## config.mk

```make
export PLATFORM = sky130hd
export DESIGN_NAME = neighbor_exclusion_arbiter
export DESIGN_NICKNAME = d
export VERILOG_FILES = /design/src/sv/nea_pkg.sv /design/src/sv/nea_front.sv /design/src/sv/nea_back.sv /design/src/sv/neighbor_exclusion_arbiter.sv
export SDC_FILE = /design/constraint.sdc
export NUM_CORES = 1
export LEC_CHECK = 0
export ABC_AREA = 1
export BUFFER_PORTS_ARGS = -buffer_cell sky130_fd_sc_hd__buf_2
export CAP_MARGIN = 10
export CORE_MARGIN = 4
export CORE_UTILIZATION = 56
export CTS_BUF_LIST = sky130_fd_sc_hd__clkbuf_4 sky130_fd_sc_hd__clkbuf_8 sky130_fd_sc_hd__clkbuf_16
export DETAILED_ROUTE_END_ITERATION = 12
export PLACE_DENSITY = 0.86
export SLEW_MARGIN = 10
export SYNTH_ARGS = -nofsm -noshare
export SYNTH_HDL_FRONTEND = slang
export SYNTH_SLANG_ARGS = --single-unit
export TNS_END_PERCENT = 100
```

## constraint.sdc

```tcl
create_clock -name clk -period 8 [get_ports clk]
set_input_delay 2.4 -clock clk [delete_from_list [all_inputs] [get_ports clk]]
set_output_delay 2.4 -clock clk [all_outputs]
set_load 0.02 [all_outputs]
```

## src/sv/nea_pkg.sv

```systemverilog
// ----------------------------------------------------------------------------
// nea_pkg
// Shared types, codes and constants of the neighbor exclusion arbiter.
// ----------------------------------------------------------------------------
package nea_pkg;

  // Default seat count on the ring and fixed field widths
  localparam int SEAT_COUNT_DEF = 5;
  localparam int SEAT_FIELD_W   = 4;
  localparam int CYC_W          = 8;
  localparam int IN_TDATA_W     = 8;
  localparam int OUT_TDATA_W    = 16;

  // Turns per seat after reset
  localparam logic [CYC_W-1:0] TURN_LIMIT_RST = 8'd4;

  // Entries in the queue between front and back (power of two)
  localparam int QUEUE_DEPTH = 2;

  typedef enum logic {
    ACT_REQUEST = 1'b0,
    ACT_RELEASE = 1'b1
  } action_t;

  typedef enum logic {
    KIND_GRANT  = 1'b0,
    KIND_RECORD = 1'b1
  } kind_t;

  typedef enum logic [1:0] {
    ST_THINKING = 2'd0,
    ST_HUNGRY   = 2'd1,
    ST_EATING   = 2'd2,
    ST_FINISHED = 2'd3
  } seat_state_t;

  typedef enum logic {
    BK_IDLE = 1'b0,
    BK_EMIT = 1'b1
  } bk_state_t;

  // Queued command: only in-range seats get here
  typedef struct packed {
    action_t                 action;
    logic [SEAT_FIELD_W-1:0] seat;
  } item_t;

  // One result record
  typedef struct packed {
    kind_t                   kind;
    logic [SEAT_FIELD_W-1:0] target_seat;
    logic [CYC_W-1:0]        cycles_done;
    logic                    all_finished;
    logic                    last;
  } result_t;

endpackage

```

## src/sv/nea_front.sv

```systemverilog
// ----------------------------------------------------------------------------
// nea_front
// Input side: takes command transfers, drops seats off the ring and queues
// the rest for the back end.
// ----------------------------------------------------------------------------
module nea_front #(
  parameter int SEAT_COUNT = nea_pkg::SEAT_COUNT_DEF
) (
  input  logic                                clk,
  input  logic                                rst_n,
  input  logic                                in_tvalid,
  output logic                                in_tready,
  input  logic [nea_pkg::IN_TDATA_W-1:0]      in_tdata,   // [3:0] seat
  input  logic [0:0]                          in_tuser,   // [0] action
  output logic                                q_valid,
  output nea_pkg::item_t                      q_item,
  input  logic                                q_pop
);

  localparam int QD     = nea_pkg::QUEUE_DEPTH;
  localparam int QPTR_W = (QD > 1) ? $clog2(QD) : 1;
  localparam int QCNT_W = $clog2(QD + 1);
  localparam int SF_W   = nea_pkg::SEAT_FIELD_W;

  nea_pkg::item_t    mem_r [QD];
  logic [QPTR_W-1:0] wr_ptr_r, wr_ptr_nxt;
  logic [QPTR_W-1:0] rd_ptr_r, rd_ptr_nxt;
  logic [QCNT_W-1:0] count_r, count_nxt;
  logic              in_xfer;
  logic              seat_ok;
  logic              push;
  logic              pop;
  nea_pkg::item_t    in_item;

  // Classify: seats at or above the ring size cause nothing
  assign in_item.action = nea_pkg::action_t'(in_tuser[0]);
  assign in_item.seat   = in_tdata[SF_W-1:0];
  assign seat_ok        = ({1'b0, in_item.seat} < (SF_W + 1)'(SEAT_COUNT));

  assign in_tready = (count_r != QCNT_W'(QD));
  assign in_xfer   = in_tvalid && in_tready;
  assign push      = in_xfer && seat_ok;
  assign pop       = q_pop && q_valid;

  assign q_valid = (count_r != '0);
  assign q_item  = mem_r[rd_ptr_r];

  // Pointer and fill count
  always_comb begin
    wr_ptr_nxt = push ? wr_ptr_r + QPTR_W'(1) : wr_ptr_r;
    rd_ptr_nxt = pop  ? rd_ptr_r + QPTR_W'(1) : rd_ptr_r;
    unique case ({push, pop})
      2'b10:   count_nxt = count_r + QCNT_W'(1);
      2'b01:   count_nxt = count_r - QCNT_W'(1);
      default: count_nxt = count_r;
    endcase
  end

  always_ff @(posedge clk) begin
    if (!rst_n) begin
      wr_ptr_r <= '0;
      rd_ptr_r <= '0;
      count_r  <= '0;
    end else begin
      wr_ptr_r <= wr_ptr_nxt;
      rd_ptr_r <= rd_ptr_nxt;
      count_r  <= count_nxt;
    end
  end

  // Queue storage
  always_ff @(posedge clk) begin
    if (push) begin
      mem_r[wr_ptr_r] <= in_item;
    end
  end

endmodule

```

## src/sv/nea_back.sv

```systemverilog
// ----------------------------------------------------------------------------
// nea_back
// Execution side: holds the seat table, evaluates one queued command per
// pass and plays its result records out through the output register.
// ----------------------------------------------------------------------------
module nea_back #(
  parameter int SEAT_COUNT = nea_pkg::SEAT_COUNT_DEF
) (
  input  logic                                clk,
  input  logic                                rst_n,
  input  logic [nea_pkg::CYC_W-1:0]           turn_limit,
  input  logic                                q_valid,
  input  nea_pkg::item_t                      q_item,
  output logic                                q_pop,
  output logic                                out_tvalid,
  input  logic                                out_tready,
  output logic [nea_pkg::OUT_TDATA_W-1:0]     out_tdata,
  output logic [0:0]                          out_tuser,
  output logic                                out_tlast,
  output logic [SEAT_COUNT-1:0]               eat_mask
);

  localparam int SEAT_W = $clog2(SEAT_COUNT);
  localparam int SF_W   = nea_pkg::SEAT_FIELD_W;
  localparam int CW     = nea_pkg::CYC_W;
  localparam int PAD_W  = nea_pkg::OUT_TDATA_W - SF_W - CW - 1;

  // Seat table
  nea_pkg::seat_state_t st_r  [SEAT_COUNT];
  logic [CW-1:0]        cyc_r [SEAT_COUNT];

  // Sequencer and result slots: grant A, grant B, completion record
  nea_pkg::bk_state_t   bk_r, bk_nxt;
  logic [2:0]           pend_r, pend_nxt;
  logic [2:0]           pend_low;
  logic [2:0]           pend_left;
  nea_pkg::result_t     slot_r [3];
  nea_pkg::result_t     out_r;
  logic                 out_valid_r;
  logic                 out_free;
  logic                 emit_go;
  nea_pkg::result_t     emit_data;

  // Evaluation signals
  logic [SEAT_W-1:0]    sidx, l_idx, r_idx;
  logic                 is_rel;
  nea_pkg::seat_state_t self_old;
  logic                 req_ok, rel_ok;
  logic [CW-1:0]        cyc_old, cyc_new, limit;
  logic                 self_done;
  nea_pkg::seat_state_t self_new;
  nea_pkg::seat_state_t s1  [SEAT_COUNT];
  nea_pkg::seat_state_t s2  [SEAT_COUNT];
  nea_pkg::seat_state_t fin [SEAT_COUNT];
  logic [SEAT_COUNT-1:0] can1, can2;
  logic                 req_grant, g_l, g_r;
  logic                 all_fin;
  logic                 any_result;

  // Decode the queued command
  assign sidx     = q_item.seat[SEAT_W-1:0];
  assign is_rel   = (q_item.action == nea_pkg::ACT_RELEASE);
  assign l_idx    = (sidx == '0) ? SEAT_W'(SEAT_COUNT - 1) : sidx - SEAT_W'(1);
  assign r_idx    = (sidx == SEAT_W'(SEAT_COUNT - 1)) ? '0 : sidx + SEAT_W'(1);
  assign self_old = st_r[sidx];
  assign req_ok   = !is_rel && (self_old == nea_pkg::ST_THINKING ||
                                self_old == nea_pkg::ST_HUNGRY);
  assign rel_ok   = is_rel && (self_old == nea_pkg::ST_EATING);

  // Turn count and last-turn test (limit wraps, so 0 acts as 256)
  assign cyc_old   = cyc_r[sidx];
  assign limit     = turn_limit - CW'(1);
  assign self_done = (cyc_old == limit);
  assign cyc_new   = (cyc_old == {CW{1'b1}}) ? cyc_old : cyc_old + CW'(1);
  assign self_new  = is_rel ? (self_done ? nea_pkg::ST_FINISHED : nea_pkg::ST_THINKING)
                            : nea_pkg::ST_HUNGRY;

  // Table update in three ordered passes: own seat, left grant, then right grant or own request grant
  always_comb begin
    for (int i = 0; i < SEAT_COUNT; i++) begin
      s1[i] = ((SEAT_W'(i) == sidx) && (req_ok || rel_ok)) ? self_new : st_r[i];
    end
    for (int i = 0; i < SEAT_COUNT; i++) begin
      can1[i] = (s1[i] == nea_pkg::ST_HUNGRY) &&
                (s1[(i == 0) ? SEAT_COUNT - 1 : i - 1] != nea_pkg::ST_EATING) &&
                (s1[(i == SEAT_COUNT - 1) ? 0 : i + 1] != nea_pkg::ST_EATING);
    end
    req_grant = req_ok && can1[sidx];
    g_l       = rel_ok && can1[l_idx];
    for (int i = 0; i < SEAT_COUNT; i++) begin
      s2[i] = (g_l && (SEAT_W'(i) == l_idx)) ? nea_pkg::ST_EATING : s1[i];
    end
    for (int i = 0; i < SEAT_COUNT; i++) begin
      can2[i] = (s2[i] == nea_pkg::ST_HUNGRY) &&
                (s2[(i == 0) ? SEAT_COUNT - 1 : i - 1] != nea_pkg::ST_EATING) &&
                (s2[(i == SEAT_COUNT - 1) ? 0 : i + 1] != nea_pkg::ST_EATING);
    end
    g_r     = rel_ok && can2[r_idx];
    all_fin = 1'b1;
    for (int i = 0; i < SEAT_COUNT; i++) begin
      fin[i] = ((g_r && (SEAT_W'(i) == r_idx)) || (req_grant && (SEAT_W'(i) == sidx)))
               ? nea_pkg::ST_EATING : s2[i];
      all_fin = all_fin && (fin[i] == nea_pkg::ST_FINISHED);
    end
  end

  assign any_result = req_grant || rel_ok;

  // Pending slot selection, lowest slot first
  assign pend_low  = pend_r & (~pend_r + 3'd1);
  assign pend_left = pend_r & ~pend_low;
  assign out_free  = !out_valid_r || out_tready;

  always_comb begin
    priority if (pend_r[0]) begin
      emit_data = slot_r[0];
    end else if (pend_r[1]) begin
      emit_data = slot_r[1];
    end else begin
      emit_data = slot_r[2];
    end
  end

  // Sequencer: next state
  always_comb begin
    bk_nxt = bk_r;
    unique case (bk_r)
      nea_pkg::BK_IDLE: begin
        if (q_valid && any_result) begin
          bk_nxt = nea_pkg::BK_EMIT;
        end
      end
      nea_pkg::BK_EMIT: begin
        if (out_free && (pend_left == '0)) begin
          bk_nxt = nea_pkg::BK_IDLE;
        end
      end
      default: bk_nxt = nea_pkg::BK_IDLE;
    endcase
  end

  // Sequencer: outputs
  always_comb begin
    q_pop    = 1'b0;
    emit_go  = 1'b0;
    pend_nxt = pend_r;
    unique case (bk_r)
      nea_pkg::BK_IDLE: begin
        q_pop = q_valid;
        if (q_valid) begin
          pend_nxt = {rel_ok, g_r, g_l || req_grant};
        end
      end
      nea_pkg::BK_EMIT: begin
        emit_go = out_free;
        if (out_free) begin
          pend_nxt = pend_left;
        end
      end
      default: begin
        q_pop = 1'b0;
      end
    endcase
  end

  // Control state and seat table
  always_ff @(posedge clk) begin
    if (!rst_n) begin
      bk_r        <= nea_pkg::BK_IDLE;
      pend_r      <= '0;
      out_valid_r <= 1'b0;
      for (int i = 0; i < SEAT_COUNT; i++) begin
        st_r[i]  <= nea_pkg::ST_THINKING;
        cyc_r[i] <= '0;
      end
    end else begin
      bk_r   <= bk_nxt;
      pend_r <= pend_nxt;
      if (emit_go) begin
        out_valid_r <= 1'b1;
      end else if (out_tready) begin
        out_valid_r <= 1'b0;
      end
      if (q_pop) begin
        for (int i = 0; i < SEAT_COUNT; i++) begin
          st_r[i] <= fin[i];
        end
        if (rel_ok) begin
          cyc_r[sidx] <= cyc_new;
        end
      end
    end
  end

  // Result slots and output register
  always_ff @(posedge clk) begin
    if (q_pop) begin
      slot_r[0].kind         <= nea_pkg::KIND_GRANT;
      slot_r[0].target_seat  <= SF_W'(is_rel ? l_idx : sidx);
      slot_r[0].cycles_done  <= '0;
      slot_r[0].all_finished <= 1'b0;
      slot_r[0].last         <= !is_rel;
      slot_r[1].kind         <= nea_pkg::KIND_GRANT;
      slot_r[1].target_seat  <= SF_W'(r_idx);
      slot_r[1].cycles_done  <= '0;
      slot_r[1].all_finished <= 1'b0;
      slot_r[1].last         <= 1'b0;
      slot_r[2].kind         <= nea_pkg::KIND_RECORD;
      slot_r[2].target_seat  <= SF_W'(sidx);
      slot_r[2].cycles_done  <= cyc_new;
      slot_r[2].all_finished <= all_fin;
      slot_r[2].last         <= 1'b1;
    end
    if (emit_go) begin
      out_r <= emit_data;
    end
  end

  assign out_tvalid = out_valid_r;
  assign out_tdata  = {{PAD_W{1'b0}}, out_r.all_finished, out_r.cycles_done,
                       out_r.target_seat};
  assign out_tuser  = out_r.kind;
  assign out_tlast  = out_r.last;

  // Seats currently holding the resource
  always_comb begin
    for (int i = 0; i < SEAT_COUNT; i++) begin
      eat_mask[i] = (st_r[i] == nea_pkg::ST_EATING);
    end
  end

endmodule

```

## src/sv/neighbor_exclusion_arbiter.sv

```systemverilog
// ----------------------------------------------------------------------------
// neighbor_exclusion_arbiter
// Ring arbiter where adjacent seats never hold the resource together.
// ----------------------------------------------------------------------------
// Each command transfer (request or release for one seat) lands in a
// two-entry queue and is evaluated by the back end in a single pass; the
// back end then sends its records, one per cycle while out_tready allows,
// through a registered output. A granted request yields its grant record,
// a release up to two neighbor grants plus its completion record; commands
// that cause nothing yield no record. Evaluation and output share a
// single sequencer, so no new command is taken while records of the last
// one are still going out. The seat table resets at once, with no clearing
// pass. The turn limit is written through cfg_we/cfg_wdata and must only
// change while no command is in flight.
// ----------------------------------------------------------------------------
module neighbor_exclusion_arbiter #(
  parameter int SEAT_COUNT = nea_pkg::SEAT_COUNT_DEF
) (
  input  logic                                clk,
  input  logic                                rst_n,
  // command channel
  input  logic                                in_tvalid,
  output logic                                in_tready,
  input  logic [nea_pkg::IN_TDATA_W-1:0]      in_tdata,   // [3:0] seat, [7:4] zero
  input  logic [0:0]                          in_tuser,   // [0] action
  // result channel
  output logic                                out_tvalid,
  input  logic                                out_tready,
  output logic [nea_pkg::OUT_TDATA_W-1:0]     out_tdata,  // [3:0] target_seat,
                                                          // [11:4] cycles_done,
                                                          // [12] all_finished
  output logic [0:0]                          out_tuser,  // [0] kind
  output logic                                out_tlast,
  // configuration
  input  logic                                cfg_we,
  input  logic [nea_pkg::CYC_W-1:0]           cfg_wdata   // turn limit
);

  logic [nea_pkg::CYC_W-1:0] turn_limit_r;
  logic                      q_valid;
  nea_pkg::item_t            q_item;
  logic                      q_pop;
  logic [SEAT_COUNT-1:0]     eat_mask;
  logic [SEAT_COUNT-1:0]     clash;

  // Turn limit register
  always_ff @(posedge clk) begin
    if (!rst_n) begin
      turn_limit_r <= nea_pkg::TURN_LIMIT_RST;
    end else if (cfg_we) begin
      turn_limit_r <= cfg_wdata;
    end
  end

  nea_front #(
    .SEAT_COUNT (SEAT_COUNT)
  ) u_front (
    .clk       (clk),
    .rst_n     (rst_n),
    .in_tvalid (in_tvalid),
    .in_tready (in_tready),
    .in_tdata  (in_tdata),
    .in_tuser  (in_tuser),
    .q_valid   (q_valid),
    .q_item    (q_item),
    .q_pop     (q_pop)
  );

  nea_back #(
    .SEAT_COUNT (SEAT_COUNT)
  ) u_back (
    .clk        (clk),
    .rst_n      (rst_n),
    .turn_limit (turn_limit_r),
    .q_valid    (q_valid),
    .q_item     (q_item),
    .q_pop      (q_pop),
    .out_tvalid (out_tvalid),
    .out_tready (out_tready),
    .out_tdata  (out_tdata),
    .out_tuser  (out_tuser),
    .out_tlast  (out_tlast),
    .eat_mask   (eat_mask)
  );

  // Adjacent seats both eating
  always_comb begin
    for (int i = 0; i < SEAT_COUNT; i++) begin
      clash[i] = eat_mask[i] && eat_mask[(i == SEAT_COUNT - 1) ? 0 : i + 1];
    end
  end

  // Exclusion invariant on the ring
  a_no_neighbor_clash: assert property (@(posedge clk) disable iff (!rst_n)
    1'b1 |-> (clash == '0))
    else $error("two neighboring seats eating");

  // A completion record always closes its command's records
  a_record_is_last: assert property (@(posedge clk) disable iff (!rst_n)
    (out_tvalid && (out_tuser[0] == nea_pkg::KIND_RECORD)) |-> out_tlast)
    else $error("completion record without tlast");

  // Grant records carry no count and no all-finished flag
  a_grant_fields: assert property (@(posedge clk) disable iff (!rst_n)
    (out_tvalid && (out_tuser[0] == nea_pkg::KIND_GRANT)) |-> (out_tdata[12:4] == '0))
    else $error("grant record with nonzero count or flag");

  // Records of one command leave back to back
  a_burst_continues: assert property (@(posedge clk) disable iff (!rst_n)
    (out_tvalid && out_tready && !out_tlast) |=> out_tvalid)
    else $error("gap inside a command's records");

endmodule
```

==> results.yml, run 1 <==
place:
  portBuffers: 33
  dpl_cell_area_um2: 7709
  hpwlAfterDp_um: 12070
  gp_congestion: 0.9800
synth:
  synth_xor_xnor_area_share_pct: 1.297
  synth_compound_area_share_pct: 4.310
  synth-edff-count: 115
  syn_inst: 865
  synth_area_leaders: "edfxtp_1 (46%), nand2_1 (12%), inv_1 (6.1%)"
  ys_ff_latch: 134
  synth_most_common_cell: "nand2_1"
  yosys.area.top_type: "edfxtp_1"
  synth-simple-area-share_pct: 32.29
  synth_top_family_by_area: "simple AND/OR/NAND/NOR gates"
  ys_types: 45
  seq_area_frac_synth_pct: 51.59
  synth.cells.most_frequent: "nand2_1 (235), inv_1 (120), edfxtp_1 (115), nor2_1 (114), nand3_1 (45)"
  synth_ff_type: "edfxtp_1"
  ys_async_sr_fraction_pct: 0
  synth_fa_ha_area_share_pct: 1.852
  yosys_warnings: 0
  syn_area_per_cell_um2: 8.591
  yosysTopAreaCellShare_pct: 46.47
  muxShareOfSynthArea_pct: 0
  netlist_area_um2: 7431
clocking:
  cts.sinks: 134
  postCtsSetupBuffers: 0
  clk_path_buf_depth: 2
  numCtsBuffers: 17
  ctsHoldBuffers: 0
  clock_latency_ns: 0.42
  root_buffer: "clkbuf_16"
  cts_tree: "built"
  clk_pin_slew_ns: 0.05
  cts.repair.resized: 0
  h-tree-depth: 4
worst_setup_path:
  slowest_stage: "nor2_1"
  path_cells: "buf_2, inv_1, nor2_1, clkinv_1, nor2_1, inv_1, nor4_1, buf_4"
  max_stage_delay_ns: 0.62
  cp-start-kind: "input port"
  endpoint_kind: "flip-flop"
  cp_max_fo: 19
  r2r_setup_slack_ns: 3.17
  cpLargestDelayFamily: "simple AND/OR/NAND/NOR gates"
  critPathArrivalTime_ns: 5.51
  path_class: "input port to flip-flop"
  critical_path_buf_inv_count: 5
  critPathRequiredTime_ns: 8.13
cells_and_area:
  antennaDiodeCount: 0
  fin_nets: 937
  fin_util_pct: 64.62
  drive_gt1_share_pct: 15.81
  syn_to_final_growth_pct: 11.53
  stdcell_area_um2: 8288
  fillers: 1018
global_route:
  antenna_found_initial: 0
  overflow: 0
  grt_max_degree: 43
  track_usage_pct: 24.25
  grt_pass1_vias: 5623
  grt_first_pass_wirelength_um: 27830
floorplan:
  pin_count: 42
  initial_core_util_pct: 57.94
  die_area_um2: 15180
  row_count: 41
  coreArea_um2: 12820
  die_w_um: 123.2
  fp.dieH_um: 123.2
timing:
  whs_ns: 0.4231
  slew_headroom_pct: 23.12
  period_minus_slack_ns: 5.374
  clock.fmax_mhz: 186.1
  maxSlewViolCount: 0
  tightest_slew_ns: 1.149
  hold_viol: 0
  finalSetupViolCount: 0
  fin_setup_tns_ns: 0
  rsz0062_at_grt: "no"
  finalCritPeriodShare_pct: 67.18
  finClkSkew_ns: 0.007821
power_and_ir_drop:
  power.switching_mw: 1.151
  pwr-share-seq_pct: 35.3
  power_density_nw_per_um2: 345.7
  p_clk_share_pct: 26.0
  power_frac_comb_pct: 38.8
  vdd_drop_max_mv: 0.2117
  netSwitchingFraction_pct: 40.17
  p_leak_nw: 3.754
  p_int_mw: 1.714
run:
  drv_cap: 0
route:
  wire_per_inst_um: 15.44
  drtAntennaViolNets: 0
  firstDrtPassIters: 8
  num_vias: 5880
  via_per_inst: 5.399
  drc: 0
  drt_iter0_drc: 597
  routed_wl_um: 16820
hold_path:
  hp-class: "flip-flop to flip-flop"
outcome:
  outcome: "finished clean"
[worst min-delay path, cell delays in order, from the launching register on]
cell and delay [ns]:
dfxtp_1 0.30, inv_1 0.04, nand2_1 0.05
[worst paths after layout]
kind                                           start              endpoint  cells after the start
worst max-delay path                           rst_n    u_back.cyc_r[5][1]                      8
worst min-delay path            u_back.slot_r[2][13]  u_back.slot_r[2][13]                      2
worst max register to register             flip-flop   u_back.slot_r[2][1]                     32
worst min register to register  u_back.slot_r[2][13]  u_back.slot_r[2][13]                      2
[cells by family after synthesis]
group / Yosys count
adders and majority gates: 11
DFF: 134
buffers and inverters: 148
and+or+nand+nor: 503
AOI/OAI and AO/OA: 57
xor gates and xnor gates: 11
other: 1
[registers in the layout, summed over array words and instances (netlist names), named ones only]
signal             flops
turn_limit_r           8
u_back.st_r           10
u_back.out_tlast       1
u_back.out_tvalid      1
u_back.out_tuser       1
u_front.count_r        2
u_front.rd_ptr_r       1
u_back.slot_r         20
u_front.wr_ptr_r       1
u_front.mem_r          8
u_back.out_tdata      12
u_back.bk_r            1
u_back.pend_r          3
u_back.cyc_r          64
[power by group through the flow]
stage	registers (mW)	logic [mW]	clock network, mW
finish	1.01	1.11	0.744
global route	1.02	1.23	0.788
CTS	1.01	1.09	0.751
detailed placement	1.02	1.08	0
global placement	1.02	1.05	0
floorplan	1.01	0.816	0
[cell type report]
cell class / count / area, µm² / area share, %
Inverter: 127 / 484.2 / 5.842
Tap cell: 172 / 215.2 / 2.597
Timing Repair Buffer: 38 / 202.7 / 2.446
Sequential cell: 134 / 3834 / 46.26
Clock buffer: 25 / 539.3 / 6.507
Multi-Input combinational cell: 586 / 2973 / 35.87
Clock inverter: 7 / 40.04 / 0.4831
[per-stage QoR]
| stage | power, mW | worst slack (ns) | cells |
|---|---|---|---|
| finish | 2.865 | 2.626 | 1089 |
| global route | 3.036 | 2.374 | 1089 |
| CTS | 2.849 | 2.727 | 1089 |
| detailed placement | 2.104 | 2.280 | 1057 |
| global placement | 2.068 | 2.313 | 1057 |
| floorplan | 1.829 | 3.014 | 868 |
[cell usage in the layout (no fill, tap or decap), drive strengths merged]
master  netlist  routed
nand2       261     261
nor2        128     128
inv         125     127
edfxtp      115     115
nand3        61      61
buf          15      38
o21ai        31      31
clkbuf        6      25
nand4        22      22
a21oi        20      20
dfxtp        19      19
ha           11      11
nand3b       10      10
nor3         10      10
xor2          9       9
or2           7       7
clkinv        2       7
conb          1       4
nor4          3       3
xnor2         2       2
a221oi        2       2
and3          1       1
a21boi        1       1
o21bai        1       1
a31oi         1       1
a22oi         1       1
[per-layer routing]
metal,wire (µm),vias up,GRT usage [%]
li1,-,2871,-
met1,6821,2607,31.58
met2,7557,349,37.75
met3,1969,53,7.411
met4,470,0,10.31
met5,0,-,0
Power figures use the tool's default switching activity.
==> inputs of run 2 (changes only) <==
Clock period 8 ns to 5.5 ns, I/O delays scaled along.
==> run 2 against run 1 <==
Against the previous run: count of clock-buffer cells in the layout is 8 lower; cell count is 0.18% higher; die area stayed put; clock skew hardly changed; global-route usage is 0.89 points lower; sequential power is 46% higher; power is 46% higher; clock power is 51% higher; routed wire length is 1.2% lower.
==> results.yml, run 2 (synthesis results as in run 1) <==
cells_and_area:
  largest_reg_flops: 64
  drive_gt1_share_pct: 15.56
  syn_to_final_growth_pct: 11.85
  antennaDiodeCount: 0
  mostFrequentLayoutCells: "nand2_1 (235), inv_1 (120), edfxtp_1 (115)"
  multi_input_area_um2: 2973
  final_common_cell: "nand2_1"
  fin_nets: 939
  fillers: 1026
  regMostFlops: "u_back.cyc_r"
  regArea_um2: 3834
clocking:
  h-tree-depth: 4
  cts_tree: "built"
  postCtsSetupBuffers: 0
  cts.sinks: 134
  clock_latency_ns: 0.42
  clk_path_buf_depth: 2
  clk_pin_slew_ns: 0.06
  numCtsBuffers: 17
  ctsHoldBuffers: 0
  root_buffer: "clkbuf_16"
  cts.repair.resized: 0
worst_setup_path:
  r2r_cells: 32
  cp_max_fo: 42
  critPathRequiredTime_ns: 5.72
  path_class: "flip-flop to flip-flop"
  r2r_setup_slack_ns: 0.69
  critPathArrivalTime_ns: 5.03
  endpoint_kind: "flip-flop"
  max_stage_delay_ns: 0.64
  slowest_stage: "dfxtp_1"
  r2r_end: "u_back.slot_r[2][1]"
  path_common_cell: "nand2_1"
  cp-start-kind: "flip-flop"
timing:
  whs_ns: 0.4441
  hold_viol: 0
  fin_setup_tns_ns: 0
  clock.fmax_mhz: 208.0
  finalCritPeriodShare_pct: 87.43
  finClkSkew_ns: 0.007636
  worst_slack_ns: 0.6914
  tightest_slew_ns: 1.151
  finalSetupViolCount: 0
  slew_headroom_pct: 22.98
  maxSlewViolCount: 0
  period_minus_slack_ns: 4.809
  rsz0062_at_grt: "no"
power_and_ir_drop:
  p_leak_nw: 3.740
  p_int_mw: 2.532
  pwr-share-seq_pct: 35.0
  p_clk_share_pct: 26.7
  power.switching_mw: 1.658
  power_mw: 4.190
  netSwitchingFraction_pct: 39.57
  vdd_drop_max_mv: 0.3316
  power_density_nw_per_um2: 504.1
  power_frac_comb_pct: 38.3
global_route:
  track_usage_pct: 23.37
  overflow: 0
  grt_first_pass_wirelength_um: 27000
  grt_max_degree: 43
  antenna_found_initial: 0
  grt_pass1_vias: 5502
route:
  drc: 0
  drtAntennaViolNets: 0
  via_per_inst: 5.388
  drt_iter0_drc: 695
  routed_wl_um: 16620
  num_vias: 5878
  wire_per_inst_um: 15.24
  firstDrtPassIters: 5
floorplan:
  die_w_um: 123.2
  fp.dieH_um: 123.2
  pin_count: 42
  row_count: 41
  initial_core_util_pct: 57.94
  coreArea_um2: 12820
  die_area_um2: 15180
place:
  portBuffers: 33
  place_ws_ns: 0.7290
  hpwlAfterDp_um: 11750
  gp_congestion: 0.9238
outcome:
  outcome: "finished clean"
hold_path:
  hp-start: "u_back.slot_r[2][13]"
  min_to: "u_back.slot_r[2][13]"
  holdPathStages: 2
  hp-class: "flip-flop to flip-flop"
run:
  drv_cap: 0
-- run 2: cell count changes in the layout (fill, tap and decap cells not counted) --
cell	before	now
clkinv_1	2	6
clkinvlp_4	0	4
bufinv_16	0	3
clkbuf_4	3	0
clkbuf_8	3	0
clkinv_2	5	2
buf_4	5	7
clkbuf_16	19	17
clkinv_4	0	2
inv_4	1	0
inv_6	1	0
-- run 2: worst max-delay path: cells and delay by family (launching register included) --
| family | cells | cell delay, ns |
|---|---|---|
| DFF | 1 | 0.64 |
| and+or+nand+nor | 32 | 3.94 |
-- run 2: worst max-delay path by stage --
stage / start / end / depth (start not counted)
final: flip-flop / u_back.slot_r[2][1] / 32
after global routing: flip-flop / u_back.slot_r[2][1] / 30
after CTS: flip-flop / u_back.slot_r[2][1] / 30
after detailed placement: rst_n / u_back.cyc_r[0][1] / 7
after global placement: rst_n / u_back.cyc_r[1][0] / 7
after floorplan: rst_n / u_back.cyc_r[5][0] / 7
-- run 2: cell type report --
type,instances,area share [%]
clock inverters,15,1.957
flip-flops and latches,134,46.12
well taps,172,2.589
clock buffers,17,5.118
repair buffers,40,2.619
inverters,127,5.826
multi-input cells,586,35.77
-- run 2: power by group through the flow --
stage | logic, mW | clock network, mW | registers, mW
2_1_floorplan | 1.19 | 0 | 1.47
3_3_place_gp | 1.52 | 0 | 1.48
3_5_place_dp | 1.55 | 0 | 1.48
4_1_cts | 1.58 | 1.13 | 1.46
5_1_grt | 1.78 | 1.17 | 1.48
6_report | 1.61 | 1.12 | 1.47
-- run 2: stage by stage --
stage                     utilization (%)  area (µm²)  instances
after floorplan                         -        7442        868
after global placement              60.22        7724       1059
after detailed placement            60.22        7724       1059
after CTS                           64.81        8312       1091
after global routing                64.81        8312       1091
final                               64.81        8312       1091
-- run 2: per-layer routing --
| layer | vias to the layer above | wire [µm] | track usage (%) |
|---|---|---|---|
| li1 | 2875 | - | - |
| met1 | 2669 | 6852 | 31.79 |
| met2 | 308 | 7757 | 37.65 |
| met3 | 26 | 1775 | 5.810 |
| met4 | 0 | 237 | 6.228 |
| met5 | - | 0 | 0 |
==> inputs of run 3 (changes only) <==
Settings changed: CORE_ASPECT_RATIO set to 1.2.
==> run 3 against run 2 <==
Against the previous run: sequential power about the same; non-clock buffer count decreased by 1; first-iteration DRC count decreased by 16%; flip-flop and latch count unchanged; power increased by 1.3%; combinational power about the same; die area about the same; global-route usage decreased by 1.4 points; utilization increased by 0.27 points; clock power increased by 6%; setup slack improved by 0.16 ns; critical path type unchanged; largest cell class unchanged; highest routed layer unchanged.
==> results.yml, run 3 (synthesis results as in run 1) <==
route:
  via_per_inst: 5.463
  firstDrtPassIters: 6
  routed_wl_um: 16150
  drc: 0
  drtAntennaViolNets: 0
  num_vias: 5911
  wire_per_inst_um: 14.93
  drt_iter0_drc: 587
clocking:
  cts_tree: "built"
  clk_pin_slew_ns: 0.05
  ctsHoldBuffers: 0
  h-tree-depth: 4
  cts.repair.resized: 0
  clock_latency_ns: 0.42
  cts.sinks: 134
  root_buffer: "clkbuf_16"
  clk_path_buf_depth: 2
  postCtsSetupBuffers: 0
  numCtsBuffers: 17
worst_setup_path:
  endpoint_kind: "flip-flop"
  path_common_cell: "nand2_1"
  critPathRequiredTime_ns: 5.74
  max_stage_delay_ns: 0.64
  slowest_stage: "dfxtp_1"
  cp_max_fo: 42
  path_class: "flip-flop to flip-flop"
  critPathArrivalTime_ns: 4.89
  cp-start-kind: "flip-flop"
cells_and_area:
  antennaDiodeCount: 0
  syn_to_final_growth_pct: 12.43
  fin_nets: 938
  drive_gt1_share_pct: 16.01
  stdcell_area_um2: 8354
  regMostFlops: "u_back.cyc_r"
  final_common_cell: "nand2_1"
  mostFrequentLayoutCells: "nand2_1 (235), inv_1 (120), edfxtp_1 (115)"
  fin_util_pct: 65.08
  largest_reg_flops: 64
  fin_cells: 1082
timing:
  finClkSkew_ns: 0.006936
  clock.fmax_mhz: 215.3
  fin_setup_tns_ns: 0
  rsz0062_at_grt: "no"
  tightest_slew_ns: 0.8955
  hold_viol: 0
  slew_headroom_pct: 39.90
  finalSetupViolCount: 0
  period_minus_slack_ns: 4.645
  finalCritPeriodShare_pct: 84.46
  maxSlewViolCount: 0
global_route:
  overflow: 0
  track_usage_pct: 21.97
  antenna_found_initial: 0
  grt_max_degree: 43
  grt_first_pass_wirelength_um: 26280
  grt_pass1_vias: 5634
place:
  portBuffers: 33
  gp_congestion: 0.9814
  hpwlAfterDp_um: 11530
  dpl_cell_area_um2: 7706
  dp_cells: 1050
floorplan:
  die_area_um2: 15180
  pin_count: 42
  die_w_um: 113.2
  fp.dieH_um: 134.2
  initial_core_util_pct: 57.88
  row_count: 45
  coreArea_um2: 12840
power_and_ir_drop:
  p_leak_nw: 3.774
  power_density_nw_per_um2: 507.9
  power_frac_comb_pct: 37.3
  power_mw: 4.243
  vdd_drop_max_mv: 0.3592
  netSwitchingFraction_pct: 39.05
  power.switching_mw: 1.657
  p_clk_share_pct: 28.1
  p_int_mw: 2.586
  pwr-share-seq_pct: 34.5
run:
  drv_cap: 0
hold_path:
  hp-class: "flip-flop to flip-flop"
outcome:
  outcome: "finished clean"
[run 3: worst paths after layout]
path	from	to	slack, ns	cells after the start
worst min-delay path	u_back.slot_r[2][13]	u_back.slot_r[2][13]	0.43	2
worst min register to register	u_back.slot_r[2][13]	u_back.slot_r[2][13]	0.43	2
worst max-delay path	flip-flop	u_back.slot_r[2][1]	0.85	28
worst max register to register	flip-flop	u_back.slot_r[2][1]	0.85	28
[run 3: layout make-up]
| class | count | area [µm²] |
|---|---|---|
| clock buffer | 25 | 568.0 |
| clock inverter | 7 | 77.57 |
| fill | 1009 | 4483 |
| inverter | 127 | 484.2 |
| multi-input combinational | 586 | 2975 |
| sequential | 134 | 3834 |
| tap | 164 | 205.2 |
| timing repair buffer | 39 | 210.2 |
[run 3: per-stage QoR]
| stage | worst slack (ns) | hold slack, ns |
|---|---|---|
| final | 0.8547 | 0.4289 |
| after global routing | 0.5490 | 0.4678 |
| after CTS | 0.9857 | 0.4357 |
| after detailed placement | 0.7101 | 0.4207 |
| after global placement | 0.7504 | 0.4078 |
| after floorplan | 1.264 | 0.4003 |
[run 3: per-layer routing]
metal	vias to the layer above	wire length, µm	share of wire, %	GRT usage (%)
li1	2876	-	-	-
met1	2716	6221	39	26.66
met2	278	7987	49	38.01
met3	41	1451	9.0	3.926
met4	0	493	3.1	9.953
met5	-	0	0	0
[run 3: power groups by stage]
stage / sequential (mW) / clock, mW / combinational, mW
after floorplan: 1.47 / 0 / 1.19
after global placement: 1.48 / 0 / 1.49
after detailed placement: 1.48 / 0 / 1.53
after CTS: 1.46 / 1.19 / 1.56
after global routing: 1.48 / 1.25 / 1.75
final: 1.47 / 1.19 / 1.58
[run 3: critical path, delay by kind of cell, from the launching register on]
kind | cells | cell delay (ns)
compound gates | 2 | 0.24
simple gates | 26 | 3.56
flops | 1 | 0.64
